--- src/design/wlqs_pkg.sv ---
`timescale 1ns / 1ps
// Shared types and constants for the windowed link quality statistics block.
// No dependencies; all design files but wlqs_div reference it by scoped names.
package wlqs_pkg;

  localparam int SNR_W      = 16;
  localparam int CFO_W      = 24;
  localparam int RSRP_W     = 16;
  localparam int CNT_W      = 32;
  localparam int LEN_W      = 7;
  localparam int CFG_DATA_W = 16;
  localparam int CFG_IDX_W  = 1;

  localparam int IN_DATA_W  = 56;   // snr, cfo, rsrp
  localparam int IN_USER_W  = 1;    // crc_ok
  localparam int OUT_DATA_W = 264;  // 3 counters + 9 statistics, 33 bytes

  localparam int MAX_WINDOW_DEF = 64;

  localparam logic [CFG_IDX_W-1:0] CFG_WINDOW_LEN = 1'd0;
  localparam logic [CFG_IDX_W-1:0] CFG_SNR_FLOOR  = 1'd1;

  localparam logic [LEN_W-1:0]        WINDOW_LEN_RST = 7'd50;
  localparam logic signed [SNR_W-1:0] SNR_FLOOR_RST  = -16'sd2560;

  // One window entry, held by one cell of the chain.
  typedef struct packed {
    logic signed [RSRP_W-1:0] rsrp;
    logic signed [CFO_W-1:0]  cfo;
    logic signed [SNR_W-1:0]  snr;
  } entry_t;

  // Cell chain control: shift in a new entry, or rotate the ring for a scan.
  typedef struct packed {
    logic shift;
    logic rotate;
  } cell_ctl_t;

  // Statistics unit control during a scan and at divider start.
  typedef struct packed {
    logic take;
    logic first;
    logic div_start;
  } scan_ctl_t;

endpackage

--- src/design/wlqs_cell.sv ---
`timescale 1ns / 1ps
// One window cell: holds one entry, loads from the previous cell on a shift
// and from the next cell on a rotate. Depends on wlqs_pkg.
module wlqs_cell (
  input  logic                clk,
  input  wlqs_pkg::cell_ctl_t ctl,
  input  wlqs_pkg::entry_t    prev_q,
  input  wlqs_pkg::entry_t    next_q,
  output wlqs_pkg::entry_t    q
);

  wlqs_pkg::entry_t entry_r;

  always_ff @(posedge clk) begin
    if (ctl.shift) begin
      entry_r <= prev_q;
    end else if (ctl.rotate) begin
      entry_r <= next_q;
    end
  end

  assign q = entry_r;

endmodule

--- config.mk ---
export PLATFORM = sky130hd
export DESIGN_NAME = wlqs_cell
export DESIGN_NICKNAME = d
export VERILOG_FILES = /design/src/design/wlqs_pkg.sv /design/src/design/wlqs_cell.sv
export SDC_FILE = /design/constraint.sdc
export NUM_CORES = 1
export LEC_CHECK = 0
export BUFFER_PORTS_ARGS = -buffer_cell sky130_fd_sc_hd__buf_2
export CAP_MARGIN = 15
export CORE_UTILIZATION = 41
export CTS_CLUSTER_DIAMETER = 100
export DETAILED_ROUTE_END_ITERATION = 10
export PLACE_DENSITY_LB_ADDON = 0.15
export SKIP_CTS_REPAIR_TIMING = 1
export SYNTH_ARGS = -nofsm -noshare
export SYNTH_HDL_FRONTEND = slang
export SYNTH_SLANG_ARGS = --single-unit
--- constraint.sdc ---
create_clock -name clk -period 2.8 [get_ports clk]
set_clock_uncertainty 0.05 [all_clocks]
set_input_delay 0.42 -clock clk [delete_from_list [all_inputs] [get_ports clk]]
set_output_delay 0.42 -clock clk [all_outputs]
set_load 0.05 [all_outputs]
=== After elaboration in Yosys (flattened, before gate mapping) ===
Cells that the tools add are included.

* Register bits after elaboration: 56
* Output and inout bits: 56
* Logic and storage cells: 6

* Muxes and demuxes: 2
* Reductions and logical operators: 1

{| class="wikitable"
|+ Operator list
! kind !! count
|-
| $mux W56 || 2
|-
| $reduce_bool A2 Y1 || 1
|}

=== Depth between registers and ports, before layout ===
* Depth in word-level cells: 2
* Depth in mapped cells: 3
* Gate-level depth less buffers: 1

=== Worst setup path after synthesis ===
No wires, ideal clock.

* Path type: input to register
* From: in ctl[1] in the netlist's numbering
* To: reg entry_r, in the netlist q[0] (enable)
* Arrival time: 1.991 ns
* Data required time: 2.333 ns
* Slack: 0.342 ns
* Cell stages on the path: 3
* Path buffers: 2
* Cell sequence: buf_6 -> buf_6 -> or2_1

* Word-level cells in the longest chain between the ends: 1

{| class="wikitable"
|+ RTL lines
! what !! line !! source
|-
| start: declaration || wlqs_cell.sv:6 || <nowiki>input wlqs_pkg::cell_ctl_t ctl,</nowiki>
|-
| $reduce_bool A2 Y1 (no line) || -- ||
|-
| end signal: assignment || wlqs_cell.sv:16 || <nowiki>entry_r <= prev_q;</nowiki>
|-
| end signal: assignment || wlqs_cell.sv:18 || <nowiki>entry_r <= next_q;</nowiki>
|-
| end: declaration || wlqs_cell.sv:12 || <nowiki>wlqs_pkg::entry_t entry_r;</nowiki>
|}

Every way passes these cells.
A chain may end at the register's enable or synchronous reset.

=== Worst setup path in the final report ===
* From: in ctl[1] in the netlist's numbering
* To: reg entry_r, in the netlist q[3], data pin

* Word-level cells in the longest chain between the ends: 1

{| class="wikitable"
|+ RTL lines
! what !! line !! source
|-
| $mux W56 || wlqs_cell.sv:15 || <nowiki>if (ctl.shift) begin</nowiki>
|}

Every way passes these cells.

==> impl_metrics.json <==
{
  "start_util_pct": 43.7,
  "totalWireLength_mm": 5.23,
  "cts_made_buffers": 5,
  "maxClockFrequency_ghz": 0.610,
  "grt_pass1_vias": 1632,
  "top_usage_layer": "met2",
  "place_congestion": 0.770,
  "vdd_ir_drop_max_mv": 0.270,
  "slew_violations": 0,
  "antenna_cells": 0,
  "root_buffer": "clkbuf_8",
  "avgRoutedWirePerCell_um": 14.4,
  "place_area_mm2": 0.00340,
  "final.setup.tns_ns": 0,
  "use_met2_pct": 28.9,
  "largest_register_ffs": 56,
  "final_util_pct": 61.2,
  "overflow": 0,
  "power.total_mw": 2.08,
  "hpwl_mm": 3.94,
  "fin_crit_sh_pct": 58.5,
  "syn-num-nets": 234,
  "synth_largest_area_cell": "edfxtp_1",
  "ioPinCount": 171,
  "critPathKind": "input pin to flip-flop",
  "max_slew_margin_pct": 42.4,
  "drc_errors": 0,
  "p_leak_nw": 1.64,
  "synth_top_area_share_pct": 67.7,
  "cts_max_level": 2,
  "syn_area_mm2": 0.00248,
  "p_per_area_mw_per_mm2": 599,
  "coreArea_mm2": 0.00568,
  "areaGrowthSynthToFinish_pct": 39.9,
  "use_met1_pct": 19.1,
  "cp_max_fo": 56,
  "final-hold-violation-count": 0,
  "path_clk_slew_ns": 0.09,
  "drtPass1Iterations": 4,
  "synth-seq-cells": 56,
  "ys_seq_area_share_pct": 67.7,
  "finalSetupViolCount": 0,
  "die-area_mm2": 0.00637,
  "cts_tree": "yes",
  "cp.arrival_ns": 1.65,
  "fillers": 472,
  "rsz0062_at_grt": "false",
  "drt-initial-drc-count": 101,
  "clk_path_buf_depth": 2,
  "switching_share_pct": 33.0,
  "combPwrFrac_pct": 29.9,
  "critPathCaptureType": "flip-flop",
  "synth.avg_cell_area_um2": 20.9,
  "detail-route-antenna-nets": 0,
  "use_met3_pct": 5.71,
  "final_nets": 407,
  "tightest_slew_ns": 0.863,
  "vias": 1677,
  "vias_per_cell": 4.61,
  "die_x_um": 79.8,
  "synthCells": 119,
  "grt_usage_pct": 16.7,
  "seq_power_share_pct": 50.3,
  "die_y_um": 79.8,
  "grt_pass1_wl_mm": 7.82,
  "yosysWarnings": 0,
  "synth.distinct_cells": 6,
  "drive_above_1_share_pct": 80.5,
  "final_cell_area_mm2": 0.00347,
  "intPower_mw": 1.39,
  "crit_required_ns": 2.81,
  "pwr-share-clk_pct": 19.8,
  "rows": 27,
  "ys_top_cells_by_area": "edfxtp_1, mux2_4, mux2_2",
  "status": "complete, no violations",
  "port_buffers": 170,
  "numClockSinks": 56,
  "drv_cap": 0,
  "p_switching_mw": 0.687,
  "antenna_found_initial": 0,
  "start_kind": "input pin",
  "grt_max_degree": 57,
  "hold_class": "input pin to flip-flop",
  "period_needed_ns": 1.64
}
layout make-up:
type,count,area (µm²),share of cell area (%)
Sequential cell,56,1680,48.4
Timing Repair Buffer,172,878,25.3
Multi-Input combinational cell,57,746,21.5
Tap cell,72,90.1,2.59
Clock buffer,6,72.6,2.09
Clock inverter,1,5.00,0.144
metal layers:
metal | vias up | part of all wire, %
li1 | 808 | -
met1 | 763 | 37
met2 | 98 | 52
met3 | 8 | 9.4
met4 | 0 | 1.7
met5 | - | 0
through the flow:
stage / cells / worst slack (ns) / hold slack (ns)
2_1_floorplan: 119 / 0.342 / 0.587
3_3_place_gp: 357 / 0.886 / 0.669
3_5_place_dp: 357 / 0.837 / 0.674
4_1_cts: 364 / 1.17 / 0.355
5_1_grt: 364 / 1.14 / 0.339
6_report: 364 / 1.16 / 0.362
power groups by stage:
stage | logic (mW) | registers (mW) | clock network, mW
final | 0.622 | 1.05 | 0.411
after global routing | 0.651 | 1.06 | 0.472
after CTS | 0.629 | 1.05 | 0.423
after detailed placement | 0.628 | 1.07 | 0
after global placement | 0.624 | 1.06 | 0
after floorplan | 0.118 | 1.40 | 0
worst paths after layout:
kind	start	endpoint	slack, ns	cells after the start
max	ctl[1]	q[3]$_DFFE_PP_	1.16	3
min	next_q[8]	q[8]$_DFFE_PP_	0.36	2
cell usage in the layout, fill, tap and decap left out:
master,netlist,final
buf_4,0,1
mux2_2,27,27
clkbuf_8,0,5
or2_2,0,1
clkinv_2,0,1
clkbuf_1,0,1
mux2_4,29,29
buf_12,0,1
edfxtp_1,56,56
buf_2,2,170
critical path, cell delays in order:
cell	delay, ns
buf_2	0.09
buf_4	0.64
mux2_2	0.42
Yosys cell counts (all sizes together):
| master | instances |
|---|---|
| mux2 | 56 |
| or2 | 1 |
| edfxtp | 56 |
| buf | 6 |
cells by family (layout without fill, tap and decap cells):
family	Yosys count	count (layout)	synth area share, %
simple gates	1	1	0.252
flops	56	56	67.7
mux	56	56	29.8
buf+inv	6	179	2.22
Note: power is estimated with default switching activity, not from simulation.
