### config.mk
export PLATFORM = sky130hd
export DESIGN_NAME = wlqs_stat
export DESIGN_NICKNAME = d
export VERILOG_FILES = /design/src/design/wlqs_pkg.sv /design/src/design/wlqs_div.sv /design/src/design/wlqs_stat.sv
export SDC_FILE = /design/constraint.sdc
export NUM_CORES = 1
export LEC_CHECK = 0
export BUFFER_PORTS_ARGS = -buffer_cell sky130_fd_sc_hd__buf_2
export CAP_MARGIN = 20
export CORE_AREA = 8 8 136 138
export CTS_CLUSTER_SIZE = 14
export DETAILED_ROUTE_END_ITERATION = 6
export DIE_AREA = 0 0 144 146
export PLACE_DENSITY = 0.65
export REMOVE_ABC_BUFFERS = 1
export SLEW_MARGIN = 10
export SYNTH_ARGS = -nofsm -noshare
export SYNTH_HDL_FRONTEND = slang
export SYNTH_SLANG_ARGS = --single-unit
### constraint.sdc
create_clock -name clk -period 4.6 [get_ports clk]
set_input_delay 0.69 -clock clk [delete_from_list [all_inputs] [get_ports clk]]
set_output_delay 0.69 -clock clk [all_outputs]
set_load 0.03 [all_outputs]
### src/design/wlqs_pkg.sv
`timescale 1ns / 1ps
// Shared types and constants for the windowed link quality statistics block.
// No dependencies; all design files but wlqs_div reference it by scoped names.
package wlqs_pkg;

  localparam int SNR_W      = 16;
  localparam int CFO_W      = 24;
  localparam int RSRP_W     = 16;
  localparam int CNT_W      = 32;
  localparam int LEN_W      = 7;
  localparam int CFG_DATA_W = 16;
  localparam int CFG_IDX_W  = 1;

  localparam int IN_DATA_W  = 56;   // snr, cfo, rsrp
  localparam int IN_USER_W  = 1;    // crc_ok
  localparam int OUT_DATA_W = 264;  // 3 counters + 9 statistics, 33 bytes

  localparam int MAX_WINDOW_DEF = 64;

  localparam logic [CFG_IDX_W-1:0] CFG_WINDOW_LEN = 1'd0;
  localparam logic [CFG_IDX_W-1:0] CFG_SNR_FLOOR  = 1'd1;

  localparam logic [LEN_W-1:0]        WINDOW_LEN_RST = 7'd50;
  localparam logic signed [SNR_W-1:0] SNR_FLOOR_RST  = -16'sd2560;

  // One window entry, held by one cell of the chain.
  typedef struct packed {
    logic signed [RSRP_W-1:0] rsrp;
    logic signed [CFO_W-1:0]  cfo;
    logic signed [SNR_W-1:0]  snr;
  } entry_t;

  // Cell chain control: shift in a new entry, or rotate the ring for a scan.
  typedef struct packed {
    logic shift;
    logic rotate;
  } cell_ctl_t;

  // Statistics unit control during a scan and at divider start.
  typedef struct packed {
    logic take;
    logic first;
    logic div_start;
  } scan_ctl_t;

endpackage

### src/design/wlqs_div.sv
`timescale 1ns / 1ps
// Restoring divider, one quotient bit per cycle, for a quotient known to
// fit QW bits. Standalone; used by wlqs_stat.
module wlqs_div #(
  parameter int QW = 16,
  parameter int DW = 7
) (
  input  logic          clk,
  input  logic          rst_n,
  input  logic          start,
  input  logic [DW-1:0] dividend_hi,  // must be below divisor
  input  logic [QW-1:0] dividend_lo,
  input  logic [DW-1:0] divisor,
  output logic [QW-1:0] quot,
  output logic          done
);

  localparam int CW = $clog2(QW + 1);

  logic [DW-1:0] rem_r;
  logic [DW-1:0] dvs_r;
  logic [QW-1:0] dq_r;
  logic [CW-1:0] cnt_r;
  logic          busy_r;
  logic          done_r;
  logic [DW:0]   shifted;
  logic [DW:0]   diff;
  logic          ge;

  assign shifted = {rem_r, dq_r[QW-1]};
  assign diff    = shifted - {1'b0, dvs_r};
  assign ge      = (shifted >= {1'b0, dvs_r});

  always_ff @(posedge clk) begin
    if (!rst_n) begin
      busy_r <= 1'b0;
      done_r <= 1'b0;
      cnt_r  <= '0;
    end else if (start) begin
      busy_r <= 1'b1;
      done_r <= 1'b0;
      cnt_r  <= '0;
    end else if (busy_r) begin
      cnt_r <= cnt_r + 1'b1;
      if (cnt_r == CW'(QW - 1)) begin
        busy_r <= 1'b0;
        done_r <= 1'b1;
      end
    end
  end

  always_ff @(posedge clk) begin
    if (start) begin
      rem_r <= dividend_hi;
      dq_r  <= dividend_lo;
      dvs_r <= divisor;
    end else if (busy_r) begin
      rem_r <= ge ? diff[DW-1:0] : shifted[DW-1:0];
      dq_r  <= {dq_r[QW-2:0], ge};
    end
  end

  assign quot = dq_r;
  assign done = done_r;

endmodule

### src/design/wlqs_stat.sv
`timescale 1ns / 1ps
// Sum, minimum and maximum of one metric over a window scan, then the mean
// through an iterative divider. Depends on wlqs_pkg and wlqs_div.
module wlqs_stat #(
  parameter int W          = 16,
  parameter int MAX_WINDOW = wlqs_pkg::MAX_WINDOW_DEF
) (
  input  logic                            clk,
  input  logic                            rst_n,
  input  wlqs_pkg::scan_ctl_t             ctl,
  input  logic signed [W-1:0]             val,
  input  logic [$clog2(MAX_WINDOW+1)-1:0] fill,
  output logic signed [W-1:0]             mean,
  output logic signed [W-1:0]             min_v,
  output logic signed [W-1:0]             max_v,
  output logic                            done
);

  localparam int FW   = $clog2(MAX_WINDOW + 1);
  localparam int SUMW = W + FW;

  logic signed [SUMW-1:0] sum_r;
  logic signed [W-1:0]    min_r;
  logic signed [W-1:0]    max_r;
  logic                   neg_r;
  logic signed [SUMW-1:0] val_ext;
  logic [SUMW-1:0]        mag;
  logic [W-1:0]           quot;

  assign val_ext = {{FW{val[W-1]}}, val};
  assign mag     = sum_r[SUMW-1] ? SUMW'(-sum_r) : SUMW'(sum_r);

  always_ff @(posedge clk) begin
    if (ctl.take) begin
      if (ctl.first) begin
        sum_r <= val_ext;
        min_r <= val;
        max_r <= val;
      end else begin
        sum_r <= sum_r + val_ext;
        if (val < min_r) begin
          min_r <= val;
        end
        if (val > max_r) begin
          max_r <= val;
        end
      end
    end
    if (ctl.div_start) begin
      neg_r <= sum_r[SUMW-1];
    end
  end

  wlqs_div #(
    .QW (W),
    .DW (FW)
  ) u_div (
    .clk         (clk),
    .rst_n       (rst_n),
    .start       (ctl.div_start),
    .dividend_hi (mag[SUMW-1:W]),
    .dividend_lo (mag[W-1:0]),
    .divisor     (fill),
    .quot        (quot),
    .done        (done)
  );

  // Truncation toward zero: divide the magnitude, then restore the sign.
  assign mean  = neg_r ? -$signed(quot) : $signed(quot);
  assign min_v = min_r;
  assign max_v = max_r;

endmodule

---- Word level (Yosys, flattened, before mapping) ----
Index checks and enable logic that the tools add are counted.
storage, ports and cells
  output and inout bits ................... 49
  register bits ........................... 93
cells by class
  reduce and logical (&&, ||, !) cells .... 7
  add/subtract/negate cells ............... 5
  mux-type cells .......................... 15
  $lt $le $gt $ge ......................... 3
  bitwise logic cells ..................... 1
  equality and inequality tests ........... 1
operators by type and width
  kind                   number
  $mux W16               7
  $mux W23               2
  $add A23 B16 Y23       1
  $neg A23 Y23           1
  $mux W7                3
  $gt A16 B16 Y1         1
  $lt A16 B16 Y1         1
  $neg A16 Y16           1
  $ge A8 B7 Y1           1
  $sub A7 B7 Y7          1
  $reduce_and A2 Y1      3
  $reduce_bool A2 Y1     3
  $add A5 B1 Y5 const B  1
  $eq A5 B4 Y1 const B   1
  $mux W1                3
  $reduce_or A2 Y1       1
  $not A1 Y1             1

---- Depth between registers and ports, before layout ----
  word-level depth ........................ 4
  gate-level depth with buffers ........... 10

---- By module ----
A second synthesis with hierarchy kept.
unflattened totals
  cell total of the unflattened synthesis .. 674
  area, all modules ....................... 6740.2 um^2
by module, submodules not included
  module     cells each  times used  area an instance (um^2)  seq. area each (um^2)
  wlqs_stat  507         1           4742.0                   1681.6
  wlqs_div   167         1           1998.2                   1041.0

---- Least setup slack after synthesis ----
No wires, ideal clock.
  path type ............................... input-to-reg
  start point ............................. in val[1]
  end point ............................... reg max_r[0], in the netlist max_v[0] (enable)
  slack ................................... 1087 ps
  arrival time ............................ 3103 ps
  library setup time ...................... 409 ps
  cell stages on the path ................. 8
  path buffers ............................ 0
  cells stage by stage .................... ha_1 > nor2b_1 > o211ai_1 > a21oi_1 > a2111o_1 > a21oi_1 > nor3_1 > nor3_1
on the way
  longest elaborated chain between the ends .. 3
ends and longest elaborated chain
  what                          line             text
  from (decl)                   wlqs_stat.sv:11  input logic signed [W-1:0] val,
  $gt A16 B16 Y1                wlqs_stat.sv:44  if (val > max_r) begin
  $reduce_bool A2 Y1 (no line)  n/a
  $reduce_and A2 Y1 (no line)   n/a
  to (signal assigned)          wlqs_stat.sv:38  max_r <= val;
  to (signal assigned)          wlqs_stat.sv:45  max_r <= val;
  to (decl)                     wlqs_stat.sv:24  logic signed [W-1:0] max_r;
No other way between the ends.
A chain may end at the register's enable or synchronous reset.

---- Worst setup path after layout ----
  start point ............................. reg u_div.dq_r[0], in the netlist u_div.quot[0]
  end point ............................... out mean[12]
on the way
  longest elaborated chain between the ends .. 2
ends and longest elaborated chain
  what                    line             text
  from (decl)             wlqs_div.sv:22   logic [QW-1:0] dq_r;
  from (signal assigned)  wlqs_div.sv:55   dq_r <= dividend_lo;
  from (signal assigned)  wlqs_div.sv:59   dq_r <= {dq_r[QW-2:0], ge};
  $neg A16 Y16            wlqs_stat.sv:69  assign mean = neg_r ? -$signed(quot) : $signed(quot);
  $mux W16                wlqs_stat.sv:69
  to (decl)               wlqs_stat.sv:13  output logic signed [W-1:0] mean,
No other way between the ends.

==> results.py <==
metrics = {
    "clocking": {
        "cts_sinks": 93,
        "cts_tree": "done",
        "postCtsSetupBuffers": 0,
        "cts.clk_slew.worst_paths_ns": 0.07,
        "htreeDepth": 3,
        "clock_path_buffers": 2,
        "holdBufCountCts": 0,
        "insertion_delay_ns": 0.35,
        "ctsResizeCount": 0,
        "cts_buffers": 9,
        "cts_root_buf": "clkbuf_16",
    },
    "place": {
        "place.gp.congestion": 0.870,
        "io_buffers": 76,
        "placed_cells": 932,
        "hpwl_um": 11100,
    },
    "setup_path": {
        "crit_path_start": "u_div.quot[0]$_DFFE_PP_",
        "path_class": "reg -> out",
        "crit_arrival_ns": 2.36,
        "cp-start-kind": "flop",
        "r2r_start": "sum_r[12]$_DFFE_PP_",
        "required_ns": 3.91,
        "crit_end": "mean[12]",
        "path_buf_inv": 2,
        "slowest_delay_ns": 0.45,
        "r2r-end": "u_div.rem_r[6]$_DFFE_PP_",
        "cp-end-kind": "output port",
        "r2r_cells": 6,
        "slowest_stage": "edfxtp_1",
        "r2r_slack_ns": 1.57,
        "crit_cells": 9,
        "worstPathCellList": "inv_1 -> ha_1 -> nand2b_1 -> or4_1 -> nor2_1 -> nand2_1 -> o31ai_1 -> xnor2_1 -> buf_2",
        "cp_max_fo": 5,
        "cpLargestDelayFamily": "simple AND/OR/NAND/NOR gates",
    },
    "route": {
        "viasPerCell": 5.18,
        "drt_wl_total_um": 14300,
        "wl_per_cell_um": 15.1,
        "drt.antenna.violating_nets": 0,
        "via_count": 4913,
        "initialDrtViolationCount": 301,
        "drc": 0,
        "drt_pass1_iterations": 4,
    },
    "sta": {
        "rsz0062_at_grt": "false",
        "worstMarginPinSlew_ns": 0.789,
        "min_period_over_period_pct": 66.2,
        "max_freq_mhz": 328,
        "clock_skew_ns": 0.00983,
        "finalCriticalPeriod_ns": 3.05,
        "hold_violations": 0,
        "slew_violations": 0,
        "tns_ns": 0,
        "setup_viol_count_final": 0,
        "slew_headroom_pct": 47.4,
    },
    "power_and_ir_drop": {
        "p_leak_nw": 3.02,
        "vdd_ir_drop_max_mv": 0.192,
        "power.density_nw_per_um2": 391,
    },
    "final_layout": {
        "multi_input_area_um2": 3350,
        "nets": 817,
        "final_layout_size_suffix_gt1_share_pct": 13.9,
        "area_delta_synth_final_pct": 13.9,
        "final-seq-area_um2": 2720,
        "diodes": 0,
        "nFillCells": 1563,
        "finalNonFillerCells": 948,
    },
    "global_routing": {
        "grtUsageTotal_pct": 13.8,
        "grt_max_degree": 38,
        "grt_pass1_wl_um": 23500,
        "grt_antenna_before_repair": 0,
        "gr-total-overflow": 0,
        "grt_pass1_vias": 4814,
    },
    "floorplan": {
        "die_h_um": 146,
        "dieWidth_um": 144,
        "num_io_pins": 77,
        "row_count": 47,
        "core-area_um2": 16300,
        "die_area_um2": 21000,
        "start_util_pct": 39.0,
    },
    "status": {
        "outcome": "finished clean",
    },
    "job": {
        "max_cap_violations": 0,
    },
    "yosys": {
        "synth_area_um2": 6350,
        "yosysSeqAreaShare_pct": 42.9,
        "syn_avg_cell_area_um2": 9.80,
        "synth_cell_type_count": 53,
        "synth_top_flop_cell": "edfxtp_1",
        "synthCells": 648,
        "synth_edf_count": 86,
        "synth_seq_cells": 93,
        "yosys_warnings": 0,
        "synthArstFlopShare_pct": 0,
    },
    "hold_path": {
        "min_path_type": "reg -> reg",
    },
}
-- worst min path at each step --
stage	start	endpoint	slack [ns]	depth (start not counted)
6_report	u_div.done$_SDFFE_PP0P_	u_div.done$_SDFFE_PP0P_	0.47	2
3_5_place_dp	u_div.done$_SDFFE_PP0P_	u_div.done$_SDFFE_PP0P_	0.47	2
4_1_cts	u_div.done$_SDFFE_PP0P_	u_div.done$_SDFFE_PP0P_	0.49	2
5_1_grt	fill[3]	u_div.dvs_r[3]$_DFFE_PP_	0.50	1
3_3_place_gp	u_div.done$_SDFFE_PP0P_	u_div.done$_SDFFE_PP0P_	0.45	2
2_1_floorplan	u_div.cnt_r[4]$_SDFFE_PP0P_	u_div.cnt_r[4]$_SDFFE_PP0P_	0.47	2
-- layout make-up --
class	instances	area share [%]
Timing Repair Buffer	80	5.67
Multi-Input combinational cell	483	46.3
Clock buffer	11	3.22
Inverter	56	2.91
Tap cell	220	3.80
Sequential cell	93	37.6
Clock inverter	5	0.484
-- layer usage --
| metal | up-vias | routed length, µm | track usage (%) |
|---|---|---|---|
| li1 | 2530 | - | - |
| met2 | 113 | 6060 | 20.8 |
| met4 | 0 | 242 | 4.52 |
| met3 | 16 | 768 | 3.48 |
| met1 | 2254 | 7260 | 18.8 |
| met5 | - | 0 | 0 |
-- placed cells by master (no fill, tap or decap), types with 10 or more instances in the layout --
master / Yosys / final
o31ai_1: 14 / 14
nor2_1: 41 / 41
xnor2_1: 22 / 22
o21ai_0: 55 / 55
o21a_1: 10 / 10
buf_2: 1 / 76
ha_1: 64 / 64
edfxtp_1: 86 / 86
inv_1: 56 / 56
nand2_1: 54 / 54
nor3_1: 16 / 15
a21oi_1: 54 / 54
xor2_1: 31 / 31
nand3_1: 13 / 13
-- registers in the layout, summed over array words and instances, names as in the netlist --
register	flops
sum_r	23
max_v	16
min_v	16
u_div.quot	16
u_div.dvs_r	7
u_div.rem_r	7
u_div.cnt_r	5
neg_r	1
u_div.busy_r	1
u_div.done	1
-- synth_stat cells, types with 2 or more instances --
master	n	area [µm²]
fa_1	2	40.0
nor4_1	3	18.8
a21boi_0	4	30.0
nand4_1	9	56.3
a21o_1	9	67.6
mux2i_1	6	60.1
xor2_1	31	272
nor3_1	16	80.1
nor3b_1	4	30.0
inv_1	56	210
and2_1	2	12.5
a211oi_1	4	30.0
xnor2_1	22	193
o311ai_0	2	17.5
a31oi_1	4	25.0
edfxtp_1	86	2580
ha_1	64	801
o31ai_1	14	105
or4_4	2	22.5
o41ai_1	5	43.8
a2111oi_0	3	26.3
o21a_1	10	75.1
and3_1	6	37.5
or2_2	3	18.8
nand3_1	13	65.1
nor2b_1	9	56.3
nand2_1	54	203
buf_4	2	15.0
clkbuf_1	12	45.0
dfxtp_1	7	140
o211ai_1	5	37.5
a221oi_1	3	26.3
o21ai_0	55	275
or4_1	4	30.0
a21oi_1	54	270
nand2b_1	6	37.5
nor2_1	41	154
-- worst reg2reg max path, stage by stage, from the launching register on --
cell	delay, ns
edfxtp_1	0.45
or4_4	0.59
or4_4	0.43
or4_1	0.42
or3b_1	0.39
or4_1	0.48
o21ai_0	0.10
-- power by group --
group	leakage (nW)	internal (mW)	switching, mW
Combinational	1.99	0.377	0.574
Clock	0.130	0.369	0.328
Sequential	0.897	1.07	0.113
Total	3.02	1.81	1.01
-- per-stage QoR --
stage                     total power [mW]  utilization [%]  hold slack (ns)  instance area (µm²)  setup slack, ns
after global routing                  3.01             44.4            0.500                 7230             1.34
after detailed placement              2.15             42.8            0.470                 6970             1.53
final                                 2.83             44.4            0.475                 7230             1.55
after floorplan                       1.88                -            0.471                 6280             1.10
after global placement                2.14             42.8            0.448                 6970             1.59
after CTS                             2.85             44.4            0.486                 7230             1.50
-- logic make-up after synthesis --
kind of cell / synth area share (%)
buffers and inverters: 4.51
adders and majority gates: 13.2
muxes: 1.12
DFF: 42.9
xor gates and xnor gates: 7.31
AOI/OAI and AO/OA: 17.5
and+or+nand+nor: 13.4
Power figures use the tool's default switching activity.
